==> src/hw/rtl/sweep_prune_axis_sorter_top_macros.svh <==
// Assertion macros shared by the sorter RTL.
`ifndef SWEEP_PRUNE_AXIS_SORTER_TOP_MACROS_SVH
`define SWEEP_PRUNE_AXIS_SORTER_TOP_MACROS_SVH

// Same-cycle implication, checked on every rising edge out of reset.
`define SPS_ASSERT_NOW(label, ante, cons, msg) \
  label: assert property (@(posedge clk) disable iff (rst) (ante) |-> (cons)) \
    else $error(msg);

// Next-cycle implication, checked on every rising edge out of reset.
`define SPS_ASSERT_NEXT(label, ante, cons, msg) \
  label: assert property (@(posedge clk) disable iff (rst) (ante) |=> (cons)) \
    else $error(msg);

`endif

==> src/hw/rtl/sps_pkg.sv <==
// Shared constants and types of the sweep-and-prune axis sorter.
package sps_pkg;

  localparam int NumSlots  = 32;
  localparam int IdxW      = $clog2(NumSlots);
  localparam int CntW      = $clog2(NumSlots + 1);
  localparam int CoordW    = 32;
  localparam int ObjW      = 4;
  localparam int PairCap   = 16;
  localparam int PairCntW  = $clog2(PairCap + 1);

  typedef enum logic [1:0] {
    KIND_APPEND = 2'd0,
    KIND_UPDATE = 2'd1,
    KIND_SORT   = 2'd2
  } item_kind_t;

  localparam logic END_MIN = 1'b0;
  localparam logic END_MAX = 1'b1;

  localparam logic [1:0] STATUS_OK       = 2'd0;
  localparam logic [1:0] STATUS_FULL     = 2'd1;
  localparam logic [1:0] STATUS_NOTFOUND = 2'd2;

  typedef struct packed {
    logic [ObjW-1:0]   obj;
    logic              endk;
    logic [CoordW-1:0] coord;
  } slot_t;

  typedef struct packed {
    logic wr_all;
    logic wr_coord;
    logic take_left;
    logic take_right;
  } cell_cmd_t;

  typedef struct packed {
    logic            pair_valid;
    logic [ObjW-1:0] lower_object;
    logic [ObjW-1:0] upper_object;
    logic            pass_done;
    logic [1:0]      status;
    logic            last;
  } result_t;

endpackage

==> src/hw/rtl/sps_item_if.sv <==
// Input channel carrying one command item.
interface sps_item_if;
  logic                       valid;
  logic                       ready;
  logic [1:0]                 kind;
  logic [sps_pkg::ObjW-1:0]   object_id;
  logic                       end_kind;
  logic [sps_pkg::CoordW-1:0] coordinate;

  modport source (output valid, kind, object_id, end_kind, coordinate, input ready);
  modport sink (input valid, kind, object_id, end_kind, coordinate, output ready);
endinterface

==> src/hw/rtl/sps_result_if.sv <==
// Output channel carrying one result item.
interface sps_result_if;
  logic                     valid;
  logic                     ready;
  logic                     pair_valid;
  logic [sps_pkg::ObjW-1:0] lower_object;
  logic [sps_pkg::ObjW-1:0] upper_object;
  logic                     pass_done;
  logic [1:0]               status;
  logic                     last;

  modport source (output valid, pair_valid, lower_object, upper_object, pass_done, status,
                  last, input ready);
  modport sink (input valid, pair_valid, lower_object, upper_object, pass_done, status,
                last, output ready);
endinterface

==> src/hw/rtl/sps_cell.sv <==
// One end-point cell of the sorted list, swapping with its neighbours.
module sps_cell (
  input  logic               clk,
  input  sps_pkg::cell_cmd_t cmd,
  input  sps_pkg::slot_t     wdata,
  input  sps_pkg::slot_t     left,
  input  sps_pkg::slot_t     right,
  output sps_pkg::slot_t     cur,
  output logic               lt_left
);

  sps_pkg::slot_t slot;

  // Load, coordinate update or exchange with a neighbour.
  always_ff @(posedge clk) begin
    if (cmd.wr_all) begin
      slot <= wdata;
    end else if (cmd.wr_coord) begin
      slot.coord <= wdata.coord;
    end else if (cmd.take_left) begin
      slot <= left;
    end else if (cmd.take_right) begin
      slot <= right;
    end
  end

  // Strict signed order against the left neighbour.
  assign lt_left = $signed(slot.coord) < $signed(left.coord);
  assign cur     = slot;

endmodule

==> src/hw/rtl/sweep_prune_axis_sorter_top.sv <==
// Top level of the sweep-and-prune axis sorter: control and the row of cells.
//
//   channel  | dir | handshake    | payload
//   items    | in  | valid/ready  | kind, object_id, end_kind, coordinate
//   results  | out | valid/ready  | pair_valid, lower/upper_object, pass_done, status, last
//
// One item at a time; each item passes through decode after its transfer.
// Append and unknown kinds finish there; update scans one cell a cycle, from position
// zero to the end of the list when it holds no match.
// A sort step sinks one cell position a cycle, unless a second pair waits for a free output.
// Results leave through a single output register; a full one stalls any step that must emit.
// Reset (synchronous, rst high) empties the list and restarts the pass at position one.
`include "sweep_prune_axis_sorter_top_macros.svh"

module sweep_prune_axis_sorter_top (
  input logic         clk,
  input logic         rst,
  sps_item_if.sink    items,
  sps_result_if.source results
);

  typedef enum logic [3:0] {
    ST_IDLE = 4'b0001,
    ST_EXEC = 4'b0010,
    ST_SCAN = 4'b0100,
    ST_SINK = 4'b1000
  } state_t;

  state_t                         state, state_next;
  logic [1:0]                     kind;
  sps_pkg::slot_t                 item;
  logic [sps_pkg::CntW-1:0]       count, count_next;
  logic [sps_pkg::IdxW-1:0]       pass_pos, pass_pos_next;
  logic [sps_pkg::CntW-1:0]       ptr, ptr_next;
  logic [sps_pkg::PairCntW-1:0]   npairs, npairs_next;
  logic                           hv, hv_next;
  logic [sps_pkg::ObjW-1:0]       hlo, hlo_next, hhi, hhi_next;
  logic                           ov;
  sps_pkg::result_t               res, res_next;
  logic                           o_load, o_free;

  sps_pkg::slot_t                 cells [sps_pkg::NumSlots];
  logic [sps_pkg::NumSlots-1:0]   lt;
  sps_pkg::cell_cmd_t             cmds [sps_pkg::NumSlots];

  logic                           do_wr_all, do_wr_coord, do_swap;
  logic [sps_pkg::IdxW-1:0]       wr_idx, cur_idx, left_idx;
  sps_pkg::slot_t                 sel_cur, sel_left;
  logic                           sel_lt, match, cond, pair;
  logic [sps_pkg::ObjW-1:0]       new_lo, new_hi;
  logic [sps_pkg::CntW-1:0]       pp_inc;
  logic                           done;

  assign items.ready = (state == ST_IDLE);
  assign o_free      = !ov || results.ready;

  // Cells at the current sink or scan position and its left neighbour.
  assign cur_idx  = ptr[sps_pkg::IdxW-1:0];
  assign left_idx = cur_idx - sps_pkg::IdxW'(1);
  assign sel_cur  = cells[cur_idx];
  assign sel_left = cells[left_idx];
  assign sel_lt   = lt[cur_idx];
  assign match    = (sel_cur.obj == item.obj) && (sel_cur.endk == item.endk);
  assign cond     = (ptr != '0) && sel_lt;
  assign pair     = (sel_left.endk == sps_pkg::END_MAX) && (sel_cur.endk == sps_pkg::END_MIN)
                    && (npairs < sps_pkg::PairCntW'(sps_pkg::PairCap));
  assign new_lo   = (sel_left.obj < sel_cur.obj) ? sel_left.obj : sel_cur.obj;
  assign new_hi   = (sel_left.obj < sel_cur.obj) ? sel_cur.obj : sel_left.obj;
  assign pp_inc   = {1'b0, pass_pos} + sps_pkg::CntW'(1);
  assign done     = (pp_inc >= count);

  // Sequencer for append, update scan and insertion sink.
  always_comb begin
    state_next    = state;
    count_next    = count;
    pass_pos_next = pass_pos;
    ptr_next      = ptr;
    npairs_next   = npairs;
    hv_next       = hv;
    hlo_next      = hlo;
    hhi_next      = hhi;
    o_load        = 1'b0;
    res_next      = '0;
    res_next.last = 1'b1;
    do_wr_all     = 1'b0;
    do_wr_coord   = 1'b0;
    do_swap       = 1'b0;
    wr_idx        = cur_idx;
    case (state)
      ST_IDLE: begin
        if (items.valid) begin
          state_next = ST_EXEC;
        end
      end
      ST_EXEC: begin
        case (kind)
          sps_pkg::KIND_APPEND: begin
            if (o_free) begin
              o_load     = 1'b1;
              state_next = ST_IDLE;
              if (count == sps_pkg::CntW'(sps_pkg::NumSlots)) begin
                res_next.status = sps_pkg::STATUS_FULL;
              end else begin
                do_wr_all  = 1'b1;
                wr_idx     = count[sps_pkg::IdxW-1:0];
                count_next = count + sps_pkg::CntW'(1);
              end
            end
          end
          sps_pkg::KIND_UPDATE: begin
            ptr_next   = '0;
            state_next = ST_SCAN;
          end
          sps_pkg::KIND_SORT: begin
            if ({1'b0, pass_pos} >= count) begin
              if (o_free) begin
                o_load             = 1'b1;
                res_next.pass_done = 1'b1;
                pass_pos_next      = sps_pkg::IdxW'(1);
                state_next         = ST_IDLE;
              end
            end else begin
              ptr_next    = {1'b0, pass_pos};
              npairs_next = '0;
              hv_next     = 1'b0;
              state_next  = ST_SINK;
            end
          end
          default: begin
            if (o_free) begin
              o_load     = 1'b1;
              state_next = ST_IDLE;
            end
          end
        endcase
      end
      ST_SCAN: begin
        if (ptr >= count) begin
          if (o_free) begin
            o_load          = 1'b1;
            res_next.status = sps_pkg::STATUS_NOTFOUND;
            state_next      = ST_IDLE;
          end
        end else if (match) begin
          if (o_free) begin
            o_load      = 1'b1;
            do_wr_coord = 1'b1;
            state_next  = ST_IDLE;
          end
        end else begin
          ptr_next = ptr + sps_pkg::CntW'(1);
        end
      end
      ST_SINK: begin
        if (cond) begin
          // A new pair pushes the held one out, so it needs a free output.
          if (!(pair && hv && !o_free)) begin
            do_swap  = 1'b1;
            ptr_next = ptr - sps_pkg::CntW'(1);
            if (pair) begin
              if (hv) begin
                o_load                = 1'b1;
                res_next.pair_valid   = 1'b1;
                res_next.lower_object = hlo;
                res_next.upper_object = hhi;
                res_next.last         = 1'b0;
              end
              hv_next     = 1'b1;
              hlo_next    = new_lo;
              hhi_next    = new_hi;
              npairs_next = npairs + sps_pkg::PairCntW'(1);
            end
          end
        end else if (o_free) begin
          // End of the sink: the held pair, or an empty result, closes the step.
          o_load                = 1'b1;
          res_next.pair_valid   = hv;
          res_next.lower_object = hv ? hlo : '0;
          res_next.upper_object = hv ? hhi : '0;
          res_next.pass_done    = done;
          hv_next               = 1'b0;
          pass_pos_next         = done ? sps_pkg::IdxW'(1) : pp_inc[sps_pkg::IdxW-1:0];
          state_next            = ST_IDLE;
        end
      end
      default: begin
        state_next = ST_IDLE;
      end
    endcase
  end

  // Per-cell commands decoded from the write index and the position pointer.
  always_comb begin
    for (int i = 0; i < sps_pkg::NumSlots; i++) begin
      cmds[i].wr_all     = do_wr_all && (wr_idx == sps_pkg::IdxW'(i));
      cmds[i].wr_coord   = do_wr_coord && (wr_idx == sps_pkg::IdxW'(i));
      cmds[i].take_left  = do_swap && (cur_idx == sps_pkg::IdxW'(i));
      cmds[i].take_right = do_swap && (left_idx == sps_pkg::IdxW'(i));
    end
  end

  // The row of cells, each wired to both neighbours.
  for (genvar g = 0; g < sps_pkg::NumSlots; g++) begin : g_cell
    sps_cell u_cell (
      .clk     (clk),
      .cmd     (cmds[g]),
      .wdata   (item),
      .left    (cells[(g == 0) ? 0 : g - 1]),
      .right   (cells[(g == sps_pkg::NumSlots - 1) ? g : g + 1]),
      .cur     (cells[g]),
      .lt_left (lt[g])
    );
  end

  // Item capture, held pair and payload registers.
  always_ff @(posedge clk) begin
    if (state == ST_IDLE && items.valid) begin
      kind       <= items.kind;
      item.obj   <= items.object_id;
      item.endk  <= items.end_kind;
      item.coord <= items.coordinate;
    end
    ptr    <= ptr_next;
    npairs <= npairs_next;
    hlo    <= hlo_next;
    hhi    <= hhi_next;
    if (o_load) begin
      res <= res_next;
    end
  end

  // Control state.
  always_ff @(posedge clk) begin
    if (rst) begin
      state    <= ST_IDLE;
      count    <= '0;
      pass_pos <= sps_pkg::IdxW'(1);
      hv       <= 1'b0;
      ov       <= 1'b0;
    end else begin
      state    <= state_next;
      count    <= count_next;
      pass_pos <= pass_pos_next;
      hv       <= hv_next;
      if (o_load) begin
        ov <= 1'b1;
      end else if (results.ready) begin
        ov <= 1'b0;
      end
    end
  end

  assign results.valid        = ov;
  assign results.pair_valid   = res.pair_valid;
  assign results.lower_object = res.lower_object;
  assign results.upper_object = res.upper_object;
  assign results.pass_done    = res.pass_done;
  assign results.status       = res.status;
  assign results.last         = res.last;

  `SPS_ASSERT_NOW(a_count_bound, 1'b1, count <= sps_pkg::CntW'(sps_pkg::NumSlots), "count overflow")
  `SPS_ASSERT_NEXT(a_decode, state == ST_IDLE && items.valid, state == ST_EXEC, "no decode")
  `SPS_ASSERT_NOW(a_pair, ov && res.pair_valid, res.lower_object <= res.upper_object, "bad pair")
  `SPS_ASSERT_NOW(a_sink_ptr, state == ST_SINK, ptr <= sps_pkg::CntW'(pass_pos), "sink pointer ahead")

endmodule
==> src/flat_wrapper.sv <==
// flat-port wrapper written by rule: the top's interface ports become plain ports
module sweep_prune_axis_sorter_top_flat 
  (clk, rst, items_valid, items_kind, items_object_id, items_end_kind, items_coordinate, items_ready, results_valid, results_pair_valid, results_lower_object, results_upper_object, results_pass_done, results_status, results_last, results_ready);
  sps_item_if items_i ();
  sps_result_if results_i ();
  input logic clk;
  input logic rst;
  input wire logic [$bits(items_i.valid)-1:0] items_valid;
  input wire logic [$bits(items_i.kind)-1:0] items_kind;
  input wire logic [$bits(items_i.object_id)-1:0] items_object_id;
  input wire logic [$bits(items_i.end_kind)-1:0] items_end_kind;
  input wire logic [$bits(items_i.coordinate)-1:0] items_coordinate;
  output wire logic [$bits(items_i.ready)-1:0] items_ready;
  output wire logic [$bits(results_i.valid)-1:0] results_valid;
  output wire logic [$bits(results_i.pair_valid)-1:0] results_pair_valid;
  output wire logic [$bits(results_i.lower_object)-1:0] results_lower_object;
  output wire logic [$bits(results_i.upper_object)-1:0] results_upper_object;
  output wire logic [$bits(results_i.pass_done)-1:0] results_pass_done;
  output wire logic [$bits(results_i.status)-1:0] results_status;
  output wire logic [$bits(results_i.last)-1:0] results_last;
  input wire logic [$bits(results_i.ready)-1:0] results_ready;
  assign items_i.valid = items_valid;
  assign items_i.kind = items_kind;
  assign items_i.object_id = items_object_id;
  assign items_i.end_kind = items_end_kind;
  assign items_i.coordinate = items_coordinate;
  assign items_ready = items_i.ready;
  assign results_valid = results_i.valid;
  assign results_pair_valid = results_i.pair_valid;
  assign results_lower_object = results_i.lower_object;
  assign results_upper_object = results_i.upper_object;
  assign results_pass_done = results_i.pass_done;
  assign results_status = results_i.status;
  assign results_last = results_i.last;
  assign results_i.ready = results_ready;
  sweep_prune_axis_sorter_top u_core (.clk(clk), .rst(rst), .items(items_i), .results(results_i));
endmodule
==> config.mk <==
export PLATFORM = sky130hd
export DESIGN_NAME = sweep_prune_axis_sorter_top_flat
export DESIGN_NICKNAME = d
export VERILOG_FILES = /design/src/hw/rtl/sps_pkg.sv /design/src/hw/rtl/sps_item_if.sv /design/src/hw/rtl/sps_result_if.sv /design/src/hw/rtl/sps_cell.sv /design/src/hw/rtl/sweep_prune_axis_sorter_top.sv /design/src/flat_wrapper.sv
export VERILOG_INCLUDE_DIRS = /design/src /design/src/hw/rtl
export SDC_FILE = /design/constraint.sdc
export NUM_CORES = 2
export LEC_CHECK = 0
export ABC_AREA = 1
export BUFFER_PORTS_ARGS = -buffer_cell sky130_fd_sc_hd__buf_4
export CORE_MARGIN = 5
export CORE_UTILIZATION = 50
export CTS_BUF_LIST = sky130_fd_sc_hd__clkbuf_8 sky130_fd_sc_hd__clkbuf_16
export DETAILED_ROUTE_END_ITERATION = 8
export PLACE_DENSITY = 0.65
export SYNTH_ARGS = -nofsm -noshare
export SYNTH_HDL_FRONTEND = slang
export SYNTH_HIERARCHICAL = 1
export SYNTH_SLANG_ARGS = --single-unit
==> constraint.sdc <==
create_clock -name clk -period 6 [get_ports clk]
set_input_delay 0.9 -clock clk [delete_from_list [all_inputs] [get_ports clk]]
set_output_delay 0.9 -clock clk [all_outputs]
set_load 0.1 [all_outputs]
Word level (Yosys, flattened, before mapping). Index checks and enable logic that the tools add are counted. W data, S select, Z words.

Add/subtract/negate cells: 6. $lt $le $gt $ge: 40. Eq/ne operators: 153. Mux-type cells: 246. Bitwise gates (word level): 8. Reductions and logical operators: 250.

Operator list (count): $mux W37 (99); $lt A32 B32 Y1 (32); $mux W32 (32); $bmux W37 S5 (2); $eq A5 B5 Y1 const B (47); $mux W5 (47); $logic_and A1 B1 Y1 (134); $eq A5 B4 Y1 const B (24); $reduce_bool A4 Y1 (30); $reduce_bool A3 Y1 (33); $ne A2 B1 Y1 const B (38); $reduce_and A2 Y1 (32); $eq A5 B3 Y1 const B (12); $mux W4 (10); $mux W9 (4); $eq A5 B2 Y1 const B (6); $mux W1 (30); $mux W6 (5); $pmux W5 S2 (2); $pmux W6 S3 (1); $reduce_and A6 Y1 (3); $pmux W4 S4 (1); $eq A5 B1 Y1 const B (3); $logic_not A5 Y1 (3); other kinds (42) (73).

Bits in registers: 1272. Output and inout bits: 15. Logic and storage cells: 818.

Logic depth before layout (Yosys ltp).
Word-level depth: 17. Depth in mapped cells: 33.

Modules after synthesis. The synthesis kept the hierarchy.

By module, submodules not included: sps_cell at u_core.g_cell[0].u_cell ... (times used 30, cells an instance 340, area each 2696.3 µm²); sweep_prune_axis_sorter_top (times used 1, cells an instance 1455, area each 9017.4 µm²); sps_cell at u_core.g_cell[8].u_cell ... (times used 2, cells an instance 342, area each 2688.8 µm²).

Worst setup path after synthesis. No wires, ideal clock.

Path kind: reg2reg. From: register u_core/ptr[0] (netlist bit). To: register u_core.g_cell[24].u_cell.slot, in the netlist u_core/g_cell[24].u_cell/cur[0] (enable). Data arrival time: 4.085 ns. Data required time: 5.611 ns. Setup slack: 1.526 ns. Cell stages (with the launch flop): 27. Buffers on the path: 9. Period minus slack after synthesis: 4.474 ns. Path through: edfxtp_1 buf_4 inv_4 buf_2 buf_2 buf_2 buf_2 ha_1 clkbuf_2 clkbuf_1 a21oi_1 o21ai_0 nand2_1 nand2_1 nand3_1 nand2_1 nand3_2 nor2_2 nand2_1 nand2_1 inv_4 nand2_4 buf_6 nor2_1 buf_4 nor2_1 nand2_1.

RTL lines: start, declared (RTL line sweep_prune_axis_sorter_top.sv:34) `logic [sps_pkg::CntW-1:0] ptr, ptr_next;`; start signal, assigned (RTL line sweep_prune_axis_sorter_top.sv:223) `ptr <= ptr_next;`; end signal, assigned (RTL line sps_cell.sv:17) `slot <= wdata;`; end signal, assigned (RTL line sps_cell.sv:21) `slot <= left;`; end signal, assigned (RTL line sps_cell.sv:23) `slot <= right;`; end, declared (RTL line sps_cell.sv:12) `sps_pkg::slot_t slot;`.

==> flow_metrics.tcl <==
set metrics [dict create \
    rows 160 \
    yosys_warnings 6 \
    switching_share_pct 25.4 \
    grtUsageTotal_pct 32.1 \
    drt-initial-drc-count 12820 \
    post-place-ws_ns 0.503 \
    power.switching_mw 5.11 \
    path_buf_inv 4 \
    cts_resized 0 \
    combinationalPowerShare_pct 6.7 \
    met2_length_um 133000 \
    grt_max_degree 111 \
    timing.fmax_ghz 0.173 \
    start_util_pct 50.2 \
    syn_nets 13413 \
    netlist_area_um2 95300 \
    drive_gt1_share_pct 5.37 \
    maxCapViolations 0 \
    reg2reg_slack_ns 0.20 \
    place.gp.congestion 0.977 \
    dieArea_um2 199000 \
    coreArea_um2 190000 \
    p_leak_nw 47.4 \
    yosys.cell_types.count 55 \
    critical_path.top_delay_family "simple AND/OR/NAND/NOR gates" \
    yosys.area.top_type "edfxtp_1" \
    area_growth_pct 7.35 \
    hp-class "in -> reg" \
    post-route-util_pct 53.9 \
    max_stage_delay_ns 0.53 \
    min_period_over_period_pct 96.6 \
    ff2ff_path_depth 25 \
    io_pins 58 \
    peakVddDrop_v 0.000370 \
    seqPwrFrac_pct 48.4 \
    synth-seq-cells 1272 \
    crit_end "u_core/g_cell[22].u_cell/cur[18]" \
    worstPathRequired_ns 6.50 \
    ant_nets 0 \
    vias 88687 \
    routed_wl_um 332000 \
    r2r-start "u_core/g_cell[18].u_cell/cur[5]" \
    root_buffer "clkbuf_16" \
    synth_area_leaders "edfxtp_1, nand2_1, ha_1" \
    setup.worst_path.class "reg -> reg" \
    power_density_nw_per_um2 197 \
    tightest_slew_ns 1.15 \
    wire_per_inst_um 22.3 \
    grt_pass1_vias 81241 \
    worstSetupEndpointType "flop" \
    internal-power_mw 15.0 \
    dr.pass1.iters 7 \
    syn_avg_cell_area_um2 7.72 \
    hold_buffers 0 \
    overflow 0 \
    htreeDepth 4 \
    port_buffers 57 \
    yosysMostFrequentCell "nand2_1" \
    ys_async_sr_fraction_pct 0 \
    synth_top_cells_by_count "nand2_1, nor2_1, inv_1, edfxtp_1, ha_1" \
    vias_per_cell 5.98 \
    cp_num_cells 25 \
    antenna_found_initial 3 \
    routed-wl-met3_um 43000 \
    cp-start-kind "flop" \
    finalPower_mw 20.1 \
    dp_hpwl_um 237000 \
    grt_pass1_wl_um 495000 \
    clk_latency_ns 0.82 \
    synth_flop_cell "edfxtp_1" \
    startpoint "u_core/g_cell[18].u_cell/cur[5]" \
    relSlewSlack_pct 22.4 \
    setup_viol_count_final 0 \
    drc 0 \
    die_y_um 447 \
    fin_skew_ns 0.0433 \
    pwr-share-clk_pct 44.9 \
    path_common_cell "nand2_1" \
    synth_edf_count 1255 \
    fin_ws_ns 0.203 \
    outcome "finished, final reports clean" \
    timing.rr.end "u_core/g_cell[22].u_cell/cur[18]" \
    placed_cells 14564 \
    nets 13283 \
    rsz0062_at_grt "no" \
    cpMaxStageDelayCell "o22ai_1" \
    worstPathMaxFanout 38 \
    post-cts-setup-buffers 0 \
    cts_buffers 154 \
    hold_viol 0 \
    routed.top_layer "met5" \
    clock_path_buffers 3 \
    setup_tns_ns 0 \
    slew_violations 0 \
    critPathArrivalTime_ns 6.30 \
    cts_tree "done" \
    layout_min_cycle_time_ns 5.80 \
    path_clk_slew_ns 0.06 \
    synth_cells 12339 \
    final_cells 14843 \
    die_w_um 447 \
    m1WireLength_um 145000 \
    synth_top_cell_area_share_pct 39.6 \
    synth_seq_area_share_pct 39.9 \
    clock-sinks 1272 \
]
==> state kept, by name, summed over array words and instances (netlist names) <==
signal	cells
u_core/hv	1
u_core/pass_pos	5
u_core/hlo	4
u_core/ptr	6
u_core/results.pair_valid	1
u_core/results.lower_object	4
u_core/g_cell.u_cell/cur	1184
u_core/results.status	2
u_core/results.pass_done	1
u_core/results.upper_object	4
u_core/hhi	4
u_core/count	6
u_core/npairs	5
u_core/kind	2
u_core/results.valid	1
u_core/results.last	1
u_core/item	37
u_core/state	4
==> worst min path at each step <==
stage | to | cells after the start | slack [ns] | start
2_1_floorplan | u_core/pass_pos[4] | 2 | 0.46 | u_core/pass_pos[4]
3_3_place_gp | u_core/pass_pos[4] | 2 | 0.50 | u_core/pass_pos[4]
3_5_place_dp | u_core/pass_pos[4] | 2 | 0.50 | u_core/pass_pos[4]
4_1_cts | u_core/item[26] | 1 | 0.21 | items_coordinate[26]
5_1_grt | u_core/item[2] | 1 | 0.23 | items_coordinate[2]
6_report | u_core/item[4] | 1 | 0.27 | items_coordinate[4]
==> per-layer routing <==
layer | track usage (%) | up-vias
met5 | 0 | -
met4 | 9.83 | 4
met3 | 6.50 | 554
met2 | 45.3 | 5288
met1 | 49.2 | 41624
li1 | - | 41217
==> per-stage QoR <==
step           hold slack [ns]  cell area, um^2
4_1_cts                  0.214           102000
2_1_floorplan            0.462            95300
3_3_place_gp             0.501            97500
3_5_place_dp             0.500            97500
5_1_grt                  0.235           102000
6_report                 0.267           102000
==> logic make-up (layout without fill, tap and decap cells) <==
group | Yosys count | in the layout | synth area share, %
compound gates | 2351 | 2351 | 13.9
buf+inv | 2030 | 2019 | 9.23
xor+xnor | 10 | 10 | 0.120
simple gates | 5645 | 5645 | 23.2
fa+ha+maj | 1031 | 1031 | 13.5
other cells | 0 | 4 | 0
flops | 1272 | 1272 | 39.9
==> area by class of cell <==
cell class / count / area [um^2]
Fill cell: 17871 / 87500
Timing Repair Buffer: 241 / 1920
Inverter: 1503 / 5650
Clock buffer: 159 / 3980
Sequential cell: 1272 / 38000
Tap cell: 2511 / 3140
Multi-Input combinational cell: 9037 / 48800
Clock inverter: 116 / 769
Antenna cell: 4 / 10.0
==> layout by cell type, fill, tap and decap left out, types with 17 or more instances in the layout <==
master,synthesis,routed
dfxtp_1,17,17
edfxtp_1,1255,1255
inv_1,1460,1491
inv_2,37,37
a31oi_1,1028,1028
clkinv_2,0,24
o211ai_1,20,20
nor2_2,38,66
nor2_1,1701,1638
o22ai_1,20,20
nand4_1,39,39
nand3_1,181,181
nor4_2,30,30
nand2_1,3536,3536
buf_4,84,232
clkinv_1,4,46
a21oi_1,892,892
ha_1,1030,1030
a21o_1,30,30
o21ai_0,325,324
clkbuf_16,0,159
nor3_1,68,68
nand2_2,33,33
nor2_4,2,37
==> power by group through the flow <==
stage          combinational, mW  sequential (mW)  clock (mW)
6_report                    1.35             9.74        9.04
5_1_grt                     1.36             9.74        9.51
4_1_cts                     1.28             9.74        9.16
3_5_place_dp                1.28             9.92           0
3_3_place_gp                1.27             9.92           0
2_1_floorplan              0.386             10.1           0
No activity file was read; power rests on OpenSTA's default activity.
